**config.mk**
```make
export PLATFORM = sky130hd
export DESIGN_NAME = command_frame_receiver_dispatch
export DESIGN_NICKNAME = d
export VERILOG_FILES = /design/src/design/cfrd_pkg.sv /design/src/design/cfrd_ram.sv /design/src/design/cfrd_queue.sv /design/src/design/cfrd_front.sv /design/src/design/cfrd_back.sv /design/src/design/command_frame_receiver_dispatch.sv
export SDC_FILE = /design/constraint.sdc
export NUM_CORES = 1
export LEC_CHECK = 0
export BUFFER_PORTS_ARGS = -buffer_cell sky130_fd_sc_hd__buf_4
export CORE_MARGIN = 2
export CORE_UTILIZATION = 40
export CTS_CLUSTER_DIAMETER = 200
export CTS_CLUSTER_SIZE = 16
export DETAILED_ROUTE_END_ITERATION = 12
export SETUP_SLACK_MARGIN = 0.05
export SYNTH_ARGS = -nofsm -noshare
export SYNTH_HDL_FRONTEND = slang
export SYNTH_SLANG_ARGS = --single-unit
```
**constraint.sdc**
```tcl
create_clock -name clock -period 6.9 [get_ports clock]
set_input_delay 0 -clock clock [delete_from_list [all_inputs] [get_ports clock]]
set_output_delay 0 -clock clock [all_outputs]
set_load 0.03 [all_outputs]
```
**src/design/cfrd_pkg.sv**
```systemverilog
// Shared constants, types and helper functions for the command frame receiver.
package cfrd_pkg;

   localparam int BUFFER_BYTES_DEFAULT  = 32;
   localparam int SERVICE_SLOTS_DEFAULT = 4;

   // Number of service flag registers on the configuration port.
   localparam int FLAG_REGS = 4;

   // Completed frames waiting for replay; each one owns one bank of the payload RAM.
   localparam int QUEUE_DEPTH = 2;
   localparam int BANK_W      = $clog2(QUEUE_DEPTH);

   localparam int SVC_W       = 2;
   localparam int CSR_INDEX_W = 3;

   localparam logic [7:0] TERM_CR          = 8'h0d;
   localparam logic [7:0] TERM_LF          = 8'h0a;
   localparam logic [7:0] START_BYTE_RESET = 8'h24;

   typedef enum logic [CSR_INDEX_W-1:0] {
      REG_START_BYTE    = 3'd0,
      REG_SERVICE_COUNT = 3'd1,
      REG_FLAG_0        = 3'd2,
      REG_FLAG_1        = 3'd3,
      REG_FLAG_2        = 3'd4,
      REG_FLAG_3        = 3'd5
   } csr_reg_type;

   typedef struct packed {
      logic              full;
      logic              empty;
      logic [BANK_W-1:0] wr_bank;
   } queue_status_type;

   // Flag registers actually built for a given slot count.
   function automatic int slot_used(input int service_slots);
      return (service_slots < FLAG_REGS) ? service_slots : FLAG_REGS;
   endfunction

   // Width of one frame descriptor: command, service, length, overflow, bank.
   function automatic int desc_bits(input int buffer_bytes);
      return 8 + SVC_W + $clog2(buffer_bytes + 1) + 1 + BANK_W;
   endfunction

endpackage

```
**src/design/cfrd_ram.sv**
```systemverilog
// Generic single-write, single-read RAM with registered read data.
module cfrd_ram #(
   parameter int WIDTH = 8,
   parameter int DEPTH = 64
) (
   input  logic                     clock,
   input  logic                     wr_en,
   input  logic [$clog2(DEPTH)-1:0] wr_addr,
   input  logic [WIDTH-1:0]         wr_data,
   input  logic                     rd_en,
   input  logic [$clog2(DEPTH)-1:0] rd_addr,
   output logic [WIDTH-1:0]         rd_data
);

   logic [WIDTH-1:0] mem_ff [DEPTH];
   logic [WIDTH-1:0] rd_data_ff;

   always_ff @(posedge clock) begin
      if (wr_en) begin
         mem_ff[wr_addr] <= wr_data;
      end
      if (rd_en) begin
         rd_data_ff <= mem_ff[rd_addr];
      end
   end

   assign rd_data = rd_data_ff;

endmodule

```
**src/design/cfrd_queue.sv**
```systemverilog
// Short descriptor queue between the frame parser and the replay engine.
module cfrd_queue #(
   parameter int WIDTH = 20
) (
   input  logic                       clock,
   input  logic                       reset,
   input  logic                       push,
   input  logic [WIDTH-1:0]           push_data,
   input  logic                       pop,
   output logic [WIDTH-1:0]           head_data,
   output cfrd_pkg::queue_status_type status
);
   import cfrd_pkg::*;

   logic [WIDTH-1:0]  entry_ff [QUEUE_DEPTH];
   logic [BANK_W-1:0] wr_ptr_ff;
   logic [BANK_W-1:0] wr_ptr_in;
   logic [BANK_W-1:0] rd_ptr_ff;
   logic [BANK_W-1:0] rd_ptr_in;
   logic [BANK_W:0]   count_ff;
   logic [BANK_W:0]   count_in;

   always_comb begin
      wr_ptr_in = push ? wr_ptr_ff + BANK_W'(1) : wr_ptr_ff;
      rd_ptr_in = pop  ? rd_ptr_ff + BANK_W'(1) : rd_ptr_ff;
      count_in  = count_ff;
      if (push && !pop) begin
         count_in = count_ff + (BANK_W+1)'(1);
      end else if (pop && !push) begin
         count_in = count_ff - (BANK_W+1)'(1);
      end
   end

   always_ff @(posedge clock) begin
      if (reset) begin
         wr_ptr_ff <= '0;
         rd_ptr_ff <= '0;
         count_ff  <= '0;
      end else begin
         wr_ptr_ff <= wr_ptr_in;
         rd_ptr_ff <= rd_ptr_in;
         count_ff  <= count_in;
      end
   end

   always_ff @(posedge clock) begin
      if (push) begin
         entry_ff[wr_ptr_ff] <= push_data;
      end
   end

   assign head_data      = entry_ff[rd_ptr_ff];
   assign status.full    = (count_ff == (BANK_W+1)'(QUEUE_DEPTH));
   assign status.empty   = (count_ff == '0);
   assign status.wr_bank = wr_ptr_ff;

   a_no_push_when_full: assert property (@(posedge clock) disable iff (reset)
      push |-> !status.full)
      else $error("descriptor pushed into a full queue");

   a_no_pop_when_empty: assert property (@(posedge clock) disable iff (reset)
      pop |-> !status.empty)
      else $error("descriptor popped from an empty queue");

endmodule

```
**src/design/cfrd_front.sv**
```systemverilog
// Frame parser: finds the start byte, holds the command, stores the payload, matches services.
module cfrd_front #(
   parameter int BUFFER_BYTES  = 32,
   parameter int SERVICE_SLOTS = 4
) (
   input  logic                                          clock,
   input  logic                                          reset,
   input  logic                                          req_valid,
   output logic                                          req_stall,
   input  logic [7:0]                                    req_rx_byte,
   input  logic [7:0]                                    start_byte,
   input  logic [2:0]                                    service_count,
   input  logic [cfrd_pkg::slot_used(SERVICE_SLOTS)-1:0][7:0] flags,
   input  cfrd_pkg::queue_status_type                    qstat,
   output logic                                          push,
   output logic [cfrd_pkg::desc_bits(BUFFER_BYTES)-1:0]  push_data,
   output logic                                          ram_wr_en,
   output logic [cfrd_pkg::BANK_W+$clog2(BUFFER_BYTES)-1:0] ram_wr_addr,
   output logic [7:0]                                    ram_wr_data
);
   import cfrd_pkg::*;

   localparam int AW        = $clog2(BUFFER_BYTES);
   localparam int CNT_W     = $clog2(BUFFER_BYTES + 1);
   localparam int SLOT_USED = slot_used(SERVICE_SLOTS);

   typedef enum logic [1:0] {
      PH_IDLE,
      PH_CMD,
      PH_DATA
   } phase_type;

   typedef struct packed {
      logic [7:0]       command;
      logic [SVC_W-1:0] svc;
      logic [CNT_W-1:0] length;
      logic             ovf;
      logic [BANK_W-1:0] bank;
   } desc_type;

   phase_type        phase_ff;
   phase_type        phase_in;
   logic [7:0]       cmd_ff;
   logic [7:0]       cmd_in;
   logic [CNT_W-1:0] count_ff;
   logic [CNT_W-1:0] count_in;
   logic             ovf_ff;
   logic             ovf_in;
   logic             accept;
   logic             is_term;
   logic             room;
   logic             hit;
   logic [SVC_W-1:0] hit_idx;
   desc_type         desc;

   // First registered flag that equals the held command wins.
   always_comb begin
      hit     = 1'b0;
      hit_idx = '0;
      for (int k = SLOT_USED - 1; k >= 0; k--) begin
         if ((3'(k) < service_count) && (flags[k] == cmd_ff)) begin
            hit     = 1'b1;
            hit_idx = SVC_W'(k);
         end
      end
   end

   always_comb begin
      accept    = req_valid && !qstat.full;
      is_term   = (req_rx_byte == TERM_CR) || (req_rx_byte == TERM_LF);
      room      = (count_ff < CNT_W'(BUFFER_BYTES));
      phase_in  = phase_ff;
      cmd_in    = cmd_ff;
      count_in  = count_ff;
      ovf_in    = ovf_ff;
      ram_wr_en = 1'b0;
      push      = 1'b0;
      if (accept) begin
         if ((phase_ff != PH_DATA) && (req_rx_byte == start_byte)) begin
            phase_in = PH_CMD;
            count_in = '0;
            ovf_in   = 1'b0;
         end else begin
            case (phase_ff)
               PH_CMD: begin
                  cmd_in   = req_rx_byte;
                  phase_in = PH_DATA;
               end
               PH_DATA: begin
                  if (room) begin
                     ram_wr_en = 1'b1;
                     count_in  = count_ff + CNT_W'(1);
                  end else begin
                     ovf_in = 1'b1;
                  end
                  if (is_term) begin
                     phase_in = PH_IDLE;
                     push     = hit;
                  end
               end
               default: begin
                  phase_in = PH_IDLE;
               end
            endcase
         end
      end
   end

   always_comb begin
      desc.command = cmd_ff;
      desc.svc     = hit_idx;
      desc.length  = count_in;
      desc.ovf     = ovf_in;
      desc.bank    = qstat.wr_bank;
   end

   always_ff @(posedge clock) begin
      if (reset) begin
         phase_ff <= PH_IDLE;
         cmd_ff   <= '0;
         count_ff <= '0;
         ovf_ff   <= 1'b0;
      end else begin
         phase_ff <= phase_in;
         cmd_ff   <= cmd_in;
         count_ff <= count_in;
         ovf_ff   <= ovf_in;
      end
   end

   assign req_stall   = qstat.full;
   assign push_data   = desc;
   assign ram_wr_addr = {qstat.wr_bank, count_ff[AW-1:0]};
   assign ram_wr_data = req_rx_byte;

endmodule

```
**src/design/cfrd_back.sv**
```systemverilog
// Replay engine: reads a stored frame out of the payload RAM one word per cycle unless rsp_stall holds it.
module cfrd_back #(
   parameter int BUFFER_BYTES = 32
) (
   input  logic                                         clock,
   input  logic                                         reset,
   input  logic [cfrd_pkg::desc_bits(BUFFER_BYTES)-1:0] head_data,
   input  cfrd_pkg::queue_status_type                   qstat,
   output logic                                         pop,
   output logic                                         ram_rd_en,
   output logic [cfrd_pkg::BANK_W+$clog2(BUFFER_BYTES)-1:0] ram_rd_addr,
   input  logic [7:0]                                   ram_rd_data,
   output logic                                         rsp_valid,
   input  logic                                         rsp_stall,
   output logic [7:0]                                   rsp_command,
   output logic [1:0]                                   rsp_service_index,
   output logic [7:0]                                   rsp_data_byte,
   output logic [4:0]                                   rsp_byte_position,
   output logic [5:0]                                   rsp_payload_length,
   output logic                                         rsp_overflowed,
   output logic                                         rsp_last
);
   import cfrd_pkg::*;

   localparam int AW    = $clog2(BUFFER_BYTES);
   localparam int CNT_W = $clog2(BUFFER_BYTES + 1);

   typedef enum logic {
      ST_IDLE,
      ST_SEND
   } state_type;

   typedef struct packed {
      logic [7:0]       command;
      logic [SVC_W-1:0] svc;
      logic [CNT_W-1:0] length;
      logic             ovf;
      logic [BANK_W-1:0] bank;
   } desc_type;

   state_type     state_ff;
   state_type     state_in;
   logic [AW-1:0] pos_ff;
   logic [AW-1:0] pos_in;
   logic          last;
   desc_type      head;

   assign head = head_data;
   assign last = ((CNT_W'(pos_ff) + CNT_W'(1)) == head.length);

   // The RAM read register holds its word while the receiver stalls.
   always_comb begin
      state_in  = state_ff;
      pos_in    = pos_ff;
      ram_rd_en = 1'b0;
      pop       = 1'b0;
      case (state_ff)
         ST_IDLE: begin
            if (!qstat.empty) begin
               ram_rd_en = 1'b1;
               pos_in    = '0;
               state_in  = ST_SEND;
            end
         end
         ST_SEND: begin
            if (!rsp_stall) begin
               if (last) begin
                  pop      = 1'b1;
                  state_in = ST_IDLE;
               end else begin
                  ram_rd_en = 1'b1;
                  pos_in    = pos_ff + AW'(1);
               end
            end
         end
         default: begin
            state_in = ST_IDLE;
         end
      endcase
   end

   always_ff @(posedge clock) begin
      if (reset) begin
         state_ff <= ST_IDLE;
         pos_ff   <= '0;
      end else begin
         state_ff <= state_in;
         pos_ff   <= pos_in;
      end
   end

   assign ram_rd_addr        = {head.bank, pos_in};
   assign rsp_valid          = (state_ff == ST_SEND);
   assign rsp_command        = head.command;
   assign rsp_service_index  = head.svc;
   assign rsp_data_byte      = ram_rd_data;
   assign rsp_byte_position  = 5'(pos_ff);
   assign rsp_payload_length = 6'(head.length);
   assign rsp_overflowed     = head.ovf;
   assign rsp_last           = last;

   a_valid_has_frame: assert property (@(posedge clock) disable iff (reset)
      rsp_valid |-> !qstat.empty)
      else $error("result word shown with no frame in the queue");

   a_position_steps: assert property (@(posedge clock) disable iff (reset)
      (rsp_valid && !rsp_stall && !rsp_last) |=> (rsp_valid && (pos_ff == $past(pos_ff) + AW'(1))))
      else $error("replay position did not advance by one");

endmodule

```
**src/design/command_frame_receiver_dispatch.sv**
```systemverilog
// Top level of the start-byte command frame receiver with service dispatch.
//
// Received bytes enter on the req_ channel, one word per accepted handshake.
// Bytes are ignored until the start byte; the next byte is the command and
// every later byte, up to and including a CR or LF terminator, is stored
// while the buffer has room, later ones setting the overflow flag. On the
// terminator the command is matched against the service flags; a match
// queues the frame for replay, and the rsp_ channel then delivers one word
// per stored byte, tagged with the service index, last word flagged. A frame
// with no match produces no words at all. The parser takes one byte per
// cycle while req_stall is low; replay gives one word per cycle while
// rsp_stall is low, limited by the single read port of the payload RAM,
// with an idle state between frames. With the replay engine free, a frame's
// first word shows once its descriptor is queued and the RAM read registered.
// Two completed frames can wait for replay, each in its own RAM bank; req_stall
// rises only while both banks are held, so a stalled receiver only stops the
// input once a second matching frame has finished.
// The csr_ port is always ready; write it only while the block is idle.
// Reset restores the register defaults and empties the queue; the payload RAM
// is not cleared, and no clearing pass is needed.
module command_frame_receiver_dispatch #(
   parameter int BUFFER_BYTES  = cfrd_pkg::BUFFER_BYTES_DEFAULT,
   parameter int SERVICE_SLOTS = cfrd_pkg::SERVICE_SLOTS_DEFAULT
) (
   input  logic                             clock,
   input  logic                             reset,
   input  logic                             req_valid,
   output logic                             req_stall,
   input  logic [7:0]                       req_rx_byte,
   output logic                             rsp_valid,
   input  logic                             rsp_stall,
   output logic [7:0]                       rsp_command,
   output logic [1:0]                       rsp_service_index,
   output logic [7:0]                       rsp_data_byte,
   output logic [4:0]                       rsp_byte_position,
   output logic [5:0]                       rsp_payload_length,
   output logic                             rsp_overflowed,
   output logic                             rsp_last,
   input  logic                             csr_valid,
   output logic                             csr_ready,
   input  logic [cfrd_pkg::CSR_INDEX_W-1:0] csr_index,
   input  logic [7:0]                       csr_data
);
   import cfrd_pkg::*;

   localparam int AW        = $clog2(BUFFER_BYTES);
   localparam int ADDR_W    = BANK_W + AW;
   localparam int RAM_DEPTH = QUEUE_DEPTH << AW;
   localparam int DESC_W    = desc_bits(BUFFER_BYTES);
   localparam int SLOT_USED = slot_used(SERVICE_SLOTS);

   logic [7:0]                 start_byte_ff;
   logic [2:0]                 service_count_ff;
   logic [SLOT_USED-1:0][7:0]  flags_ff;

   queue_status_type           qstat;
   logic                       push;
   logic [DESC_W-1:0]          push_data;
   logic                       pop;
   logic [DESC_W-1:0]          head_data;
   logic                       ram_wr_en;
   logic [ADDR_W-1:0]          ram_wr_addr;
   logic [7:0]                 ram_wr_data;
   logic                       ram_rd_en;
   logic [ADDR_W-1:0]          ram_rd_addr;
   logic [7:0]                 ram_rd_data;

   // Configuration registers. Flag writes beyond the built slots are dropped,
   // since those slots can never take part in a match.
   always_ff @(posedge clock) begin
      if (reset) begin
         start_byte_ff    <= START_BYTE_RESET;
         service_count_ff <= '0;
         flags_ff         <= '0;
      end else if (csr_valid && csr_ready) begin
         case (csr_index)
            REG_START_BYTE: begin
               start_byte_ff <= csr_data;
            end
            REG_SERVICE_COUNT: begin
               service_count_ff <= csr_data[2:0];
            end
            default: begin
               for (int k = 0; k < SLOT_USED; k++) begin
                  if (csr_index == (CSR_INDEX_W'(REG_FLAG_0) + CSR_INDEX_W'(k))) begin
                     flags_ff[k] <= csr_data;
                  end
               end
            end
         endcase
      end
   end

   assign csr_ready = 1'b1;

   cfrd_front #(
      .BUFFER_BYTES  (BUFFER_BYTES),
      .SERVICE_SLOTS (SERVICE_SLOTS)
   ) u_front (
      .clock         (clock),
      .reset         (reset),
      .req_valid     (req_valid),
      .req_stall     (req_stall),
      .req_rx_byte   (req_rx_byte),
      .start_byte    (start_byte_ff),
      .service_count (service_count_ff),
      .flags         (flags_ff),
      .qstat         (qstat),
      .push          (push),
      .push_data     (push_data),
      .ram_wr_en     (ram_wr_en),
      .ram_wr_addr   (ram_wr_addr),
      .ram_wr_data   (ram_wr_data)
   );

   cfrd_queue #(
      .WIDTH (DESC_W)
   ) u_queue (
      .clock     (clock),
      .reset     (reset),
      .push      (push),
      .push_data (push_data),
      .pop       (pop),
      .head_data (head_data),
      .status    (qstat)
   );

   cfrd_ram #(
      .WIDTH (8),
      .DEPTH (RAM_DEPTH)
   ) u_ram (
      .clock   (clock),
      .wr_en   (ram_wr_en),
      .wr_addr (ram_wr_addr),
      .wr_data (ram_wr_data),
      .rd_en   (ram_rd_en),
      .rd_addr (ram_rd_addr),
      .rd_data (ram_rd_data)
   );

   cfrd_back #(
      .BUFFER_BYTES (BUFFER_BYTES)
   ) u_back (
      .clock              (clock),
      .reset              (reset),
      .head_data          (head_data),
      .qstat              (qstat),
      .pop                (pop),
      .ram_rd_en          (ram_rd_en),
      .ram_rd_addr        (ram_rd_addr),
      .ram_rd_data        (ram_rd_data),
      .rsp_valid          (rsp_valid),
      .rsp_stall          (rsp_stall),
      .rsp_command        (rsp_command),
      .rsp_service_index  (rsp_service_index),
      .rsp_data_byte      (rsp_data_byte),
      .rsp_byte_position  (rsp_byte_position),
      .rsp_payload_length (rsp_payload_length),
      .rsp_overflowed     (rsp_overflowed),
      .rsp_last           (rsp_last)
   );

endmodule
```
==> metrics, run 1 <==
Synth Flop Type=edfxtp_1; Initial Utilization=40.5%; WL per Instance=25.0 microns; RSZ-0062 raised after global routing=no; layout cell share with drive strength beyond 1=8.63%; Layout area overhead=10.8%; TNS Setup=0 ns; full die area=66000 sq um; worst r2r path cells=13; Max VDD drop=0.208 mV; most frequent cell after synthesis=edfxtp_1; Max-Cap Viols=0; Synth Warn #=0; Post-CTS Setup Inserts=0; I/O pins=58; vias in the first global route=15.8k; ant diodes=0; Placeable Area=63200 sq um; Crit path required time=7.38 ns; Slew HR=22.0%; Fin Hold WS=0.0154 ns; CTS buffer count=45; Final Skew=0.0366 ns; Sink Count=627; ys async rst share=0%; DR iter-0 viols=1915; Largest stage delay, worst path=0.94 ns; vias per inst=5.73; post-synth cell types=74; most instantiated cells after synthesis=edfxtp_1 (556), nand2_1 (418), nand3_1 (152); synthesized flop and latch total=627; Hold Path Sink=u_front.phase_ff[1]; CP Depth=13; top cell family by delay on the critical path=compound AO/OA/AOI/OAI gates; first-pass GRT wire length=107000 microns; Setup CP Type=flop to flop; row cnt=92; Worst setup EP type=flop; Cells after DPL=2791; status=complete, no violations; Root Driver=clkbuf_16; largest net degree at the start of global routing=102; htree depth=2; Buffers & Inverters on Critical Path=2; post-synthesis cell count=1972; Yosys top cell by area=edfxtp_1; PwrDens=238 nW/um^2; CP max-delay cell=dfxtp_1; worst-case clock buffer depth=3; Reg clk slew, reported paths=0.07 ns; fin crit share=81.7%; Area contributors post-synth=edfxtp_1 (65%), nand2_1 (6.1%), dfxtp_1 (5.6%), mux2i_1 (3.3%), nand3_1 (3.0%); latest clock arrival within the worst-skew pair=0.61 ns; R2R setup slack=1.26 ns; critical path arrival=6.11 ns; CTS tree=yes; Post-DP HPWL=45200 microns; DRC=0; sequential element share of the synthesized area=70.8%; syn_nets=1999; I/O Buffers=56; FMAX=177 MHz; placer's final routability congestion estimate=0.877; CP Launch Type=flop; initial antenna violation count=2; Hold Crit Class=input pin to flop; Die X=257 microns; final std cells w/o fill=2886; DIE HEIGHT=257 microns; DR vias=16.5k; setup violators final=0; antenna violation net count after detailed routing=0; Worst Hold Depth=7; Worst-Margin Slew=1.17 ns; HP Start=req_rx_byte[4]; First-pass DRT Iterations=5; count of flip-flops with a built-in enable after synthesis=556; Layout Nets=2050; reg2reg end=u_ram.rd_data[1]; average size of a mapped cell=13.0 sq um; fin util=44.8%; Synth Cell Area=25600 sq um; wire length after detailed routing=72200 microns; Remaining Overflow, GRT=0; Pins Over Slew Limit=0; critical path cell sequence=mux2i_1, xor3_1, nor4_2, o21a_2, o21ai_0, a21oi_4, buf_12, buf_4, nand2_1, a32oi_1, a31oi_1, a311oi_1, a221o_1; top-area cell type share of the netlist area=65.3%; critical path peak fanout=76; Period minus WS final=5.64 ns; GRT Util Overall=21.6%; leakage=9.24 nW; Hold Vio Cnt, Final=0
-- metal layers --
metal	GRT usage (%)	up-vias	wire, microns
met5	0	-	13
met4	6.06	2	1860
met3	4.68	130	6880
met2	33.3	775	32500
met1	31.0	8333	30900
li1	-	7307	-
-- report_power, final --
part | leakage, nW | internal [mW] | switching [mW]
sequential | 5.57 | 4.12 | 0.00401
clock | 0.597 | 1.20 | 1.28
combinational | 3.07 | 0.0333 | 0.0987
-- worst register-to-register path, stage by stage (launching register included) --
cell and delay, ns:
dfxtp_1 0.94, mux2i_1 0.35, xor3_1 0.28, nor4_2 0.31, o21a_2 0.38, o21ai_0 0.22, a21oi_4 0.68, buf_12 0.40
buf_4 0.43, nand2_1 0.09, a32oi_1 0.30, a31oi_1 0.26, a311oi_1 0.70, a221o_1 0.20
-- cells by family after synthesis --
kind of cell             share of synthesized area (%)
adder cells (fa/ha/maj)                          0.147
other                                           0.0147
flip-flops                                        70.8
AO/OA/AOI/OAI                                     6.61
AND/OR/NAND/NOR                                   14.1
buffers and inverters                             2.44
multiplexers                                      3.92
XOR/XNOR                                          1.94
-- repair_timing --
| action | CTS | global route |
|---|---|---|
| hold endpoints to repair | 109 | 0 |
| resized for setup | 0 | 0 |
| hold buffers | 31 | 0 |
-- registers in the layout, summed over array words and instances (netlist names), named ones only --
signal,count
flags_ff,32
service_count_ff,3
start_byte_ff,8
u_back.rsp_byte_position,5
u_back.rsp_valid,1
u_front.cmd_ff,8
u_front.count_ff,6
u_front.ovf_ff,1
u_front.phase_ff,2
u_queue.count_ff,2
u_queue.entry_ff,36
u_queue.rd_ptr_ff,1
u_queue.wr_ptr_ff,1
u_ram.mem_ff,512
u_ram.rd_data,8
-- final cells by class --
type | count | area, sq um
fillers | 5691 | 34900
flip-flops and latches | 627 | 18100
multi-input cells | 1225 | 6890
clock buffers | 60 | 1180
well taps | 846 | 1060
repair buffers | 117 | 1010
clock inverters | 4 | 57.6
inverters | 7 | 26.3
-- cell usage in the layout (no fill, tap or decap), types with 3 or more instances in the layout --
master	n
nor4_1	11
and2_1	11
ha_1	3
nor2_1	142
o21ai_0	29
and3_1	6
nand2_1	418
a22oi_1	17
buf_4	82
a311oi_1	10
a221o_1	6
nor3_1	15
clkbuf_1	15
dlygate4sd3_1	31
a211oi_1	22
nand3_1	152
xor2_1	44
and2_0	4
nand2b_1	7
nor2_2	6
edfxtp_1	556
nand4_1	16
xnor2_1	10
clkinv_8	3
dfxtp_1	71
o22ai_1	12
buf_12	4
a31oi_1	19
o31ai_1	9
nor2b_1	12
or3_1	3
a211o_1	3
clkbuf_16	45
mux2_2	13
a32oi_1	24
a21oi_1	64
inv_1	7
nand3b_1	3
mux2i_1	84
-- through the flow --
step / setup slack (ns) / power [mW] / area, sq um
finish: 1.26 / 6.74 / 28300
detailed placement: 1.30 / 4.33 / 26800
floorplan: 3.28 / 4.24 / 25600
global route: 1.01 / 6.91 / 28300
CTS: 1.26 / 6.77 / 28300
global placement: 1.40 / 4.33 / 26800
-- worst max path at each step --
stage                                start                to  slack, ns
6_report                              flop  u_ram.rd_data[1]       1.26
5_1_grt                               flop  u_ram.rd_data[1]       1.01
4_1_cts                               flop  u_ram.rd_data[0]       1.26
3_5_place_dp                          flop  u_ram.rd_data[0]       1.30
3_3_place_gp                          flop  u_ram.rd_data[1]       1.40
2_1_floorplan  u_back.rsp_byte_position[0]  u_ram.rd_data[7]       3.28
No activity file was read; power rests on OpenSTA's default activity.
==> run 2, diff against run 1 <==
==> constraint.sdc (replaced) <==
create_clock -name clock -period 4.7 [get_ports clock]
set_input_delay 0 -clock clock [delete_from_list [all_inputs] [get_ports clock]]
set_output_delay 0 -clock clock [all_outputs]
set_load 0.03 [all_outputs]
==> run 2 against run 1 <==
Effect of this change:
- die area unchanged
- count of clock-buffer cells in the layout is 4 higher
- non-clock buffer count grew 33
- combinational power rose by 43%
- sequential share of layout area decreased by 0.78 points
- hold slack gained 0.016 ns
- clock skew fell by 0.0077 ns
- register-to-register slack got worse by 1.0 ns
- worst setup slack got worse by 1.0 ns
- via count is essentially flat
- power up 47%
- critical endpoint is now u_ram.rd_data[2]
- largest power group unchanged
==> metrics, run 2 (synthesis results as in run 1) <==
Worst-Margin Slew=1.38 ns; setup violators final=0; Flop pwr share=61.0%; Hold Crit Class=input pin to flop; wire length after detailed routing=71000 microns; Slew HR=7.77%; critical path arrival=4.80 ns; commonest non-fill, non-tap cell in the layout=edfxtp_1; CP Launch Type=flop; row cnt=92; Die X=257 microns; largest registers=u_ram.mem_ff: 512 flops, u_queue.entry_ff: 36 flops, flags_ff: 32 flops; initial antenna violation count=0; PwrDens=346 nW/um^2; Worst setup EP type=flop; Largest stage delay, worst path=0.50 ns; htree depth=2; CTS buffer count=45; Reg with most FFs=u_ram.mem_ff; Max VDD drop=0.231 mV; vias per inst=5.67; Setup CP Type=flop to flop; Hold Vio Cnt, Final=0; Post-DP HPWL=45600 microns; Clk pwr share=37.1%; DR vias=16.6k; R2R setup slack=0.26 ns; latest clock arrival within the worst-skew pair=0.60 ns; most frequent cells in the layout=edfxtp_1 (556), nand2_1 (418), nand3_1 (152); Root Driver=clkbuf_16; leakage=9.44 nW; Pins Over Slew Limit=0; Buffers & Inverters on Critical Path=1; FMAX=225 MHz; DRC=0; combinational power share=1.9%; fin crit share=94.5%; full die area=66000 sq um; HP Start=req_rx_byte[3]; fin util=45.4%; WL per Instance=24.3 microns; Period minus WS final=4.44 ns; Initial Utilization=40.5%; Placeable Area=63200 sq um; Max-Cap Viols=0; Layout area overhead=12.1%; I/O Buffers=56; max reg flops=512; I/O pins=58; top cell family by delay on the critical path=simple AND/OR/NAND/NOR gates; Sink Count=627; worst-case clock buffer depth=3; critical path peak fanout=55; critical path cell sequence=ha_1, nand3_1, xor2_1, and3_1, o21a_4, or3_1, and3_4, buf_12, nor2_8, a32oi_1, a31oi_1, a311oi_2, a221o_1; placer's final routability congestion estimate=0.879; Final Skew=0.0290 ns; Internal=7.93 mW; GRT Util Overall=21.5%; CTS tree=yes; RSZ-0062 raised after global routing=no; status=complete, no violations; TNS Setup=0 ns; sw frac=20.2%; Layout Nets=2083; Worst R2R Start=u_back.rsp_byte_position[1]; largest net degree at the start of global routing=72; critical path startpoint=u_back.rsp_byte_position[1]; DIE HEIGHT=257 microns; Remaining Overflow, GRT=0; Reg clk slew, reported paths=0.08 ns; first-pass GRT wire length=107000 microns; Crit path required time=5.06 ns; DR iter-0 viols=1886; vias in the first global route=16.2k; Post-CTS Setup Inserts=0; layout cell share with drive strength beyond 1=10.2%; First-pass DRT Iterations=5; antenna violation net count after detailed routing=0; switching power=2.01 mW; CP max-delay cell=dfxtp_1
run 2: worst paths after layout:
| check | endpoint | depth (start not counted) |
|---|---|---|
| worst max-delay path | u_ram.rd_data[2] | 13 |
| worst min-delay path | u_ram.mem_ff[39][3] | 1 |
| worst max register to register | u_ram.rd_data[2] | 13 |
| worst min register to register | flags_ff[21] | 2 |
run 2: final cells by class:
cell class | instances | area [sq um]
inverter | 7 | 26.3
fill | 5642 | 34500
clock buffer | 64 | 1240
tap | 846 | 1060
antenna | 1 | 2.50
clock inverter | 2 | 25.0
sequential | 627 | 18100
timing repair buffer | 150 | 1300
multi-input combinational | 1225 | 6920
run 2: worst reg2reg max path, stage by stage (launching register included):
cell	delay [ns]
dfxtp_1	0.50
ha_1	0.29
nand3_1	0.18
xor2_1	0.21
and3_1	0.22
o21a_4	0.28
or3_1	0.42
and3_4	0.29
buf_12	0.25
nor2_8	0.39
a32oi_1	0.21
a31oi_1	0.50
a311oi_2	0.16
a221o_1	0.29
run 2: per-layer routing:
metal  share of wire [%]  vias to the layer above  GRT usage (%)
met2                  47                      708           34.6
met4                 2.5                        0           5.47
met3                 7.8                      126           3.84
met5                   0                        -              0
li1                    -                     7386              -
met1                  43                     8336           30.1
run 2: power by group through the flow:
stage	clock (mW)	sequential, mW	combinational (mW)
after floorplan	0	6.18	0.0421
after global placement	0	6.18	0.167
after detailed placement	0	6.18	0.172
after CTS	3.75	6.06	0.190
after global routing	3.94	6.05	0.205
final	3.69	6.06	0.189
run 2: per-stage QoR:
step | instance area, sq um | hold WS [ns] | setup WS (ns) | power, mW | instances
after global placement | 27100 | 0.290 | 0.0311 | 6.35 | 2822
after detailed placement | 27100 | 0.289 | -0.0705 | 6.35 | 2822
after global routing | 28700 | 0.0401 | 0.0578 | 10.2 | 2921
after floorplan | 25600 | 0.0989 | 1.08 | 6.22 | 1972
after CTS | 28700 | 0.0106 | 0.0764 | 10.0 | 2921
final | 28700 | 0.0316 | 0.258 | 9.93 | 2922
run 2: timing repair:
item / 4_1_cts / 5_1_grt
resized for setup: 3 / 3
setup endpoints to repair: 3 / 6
pin swaps: 0 / 2
endpoints found under the hold margin: 152 / 0
hold buffers: 33 / 0
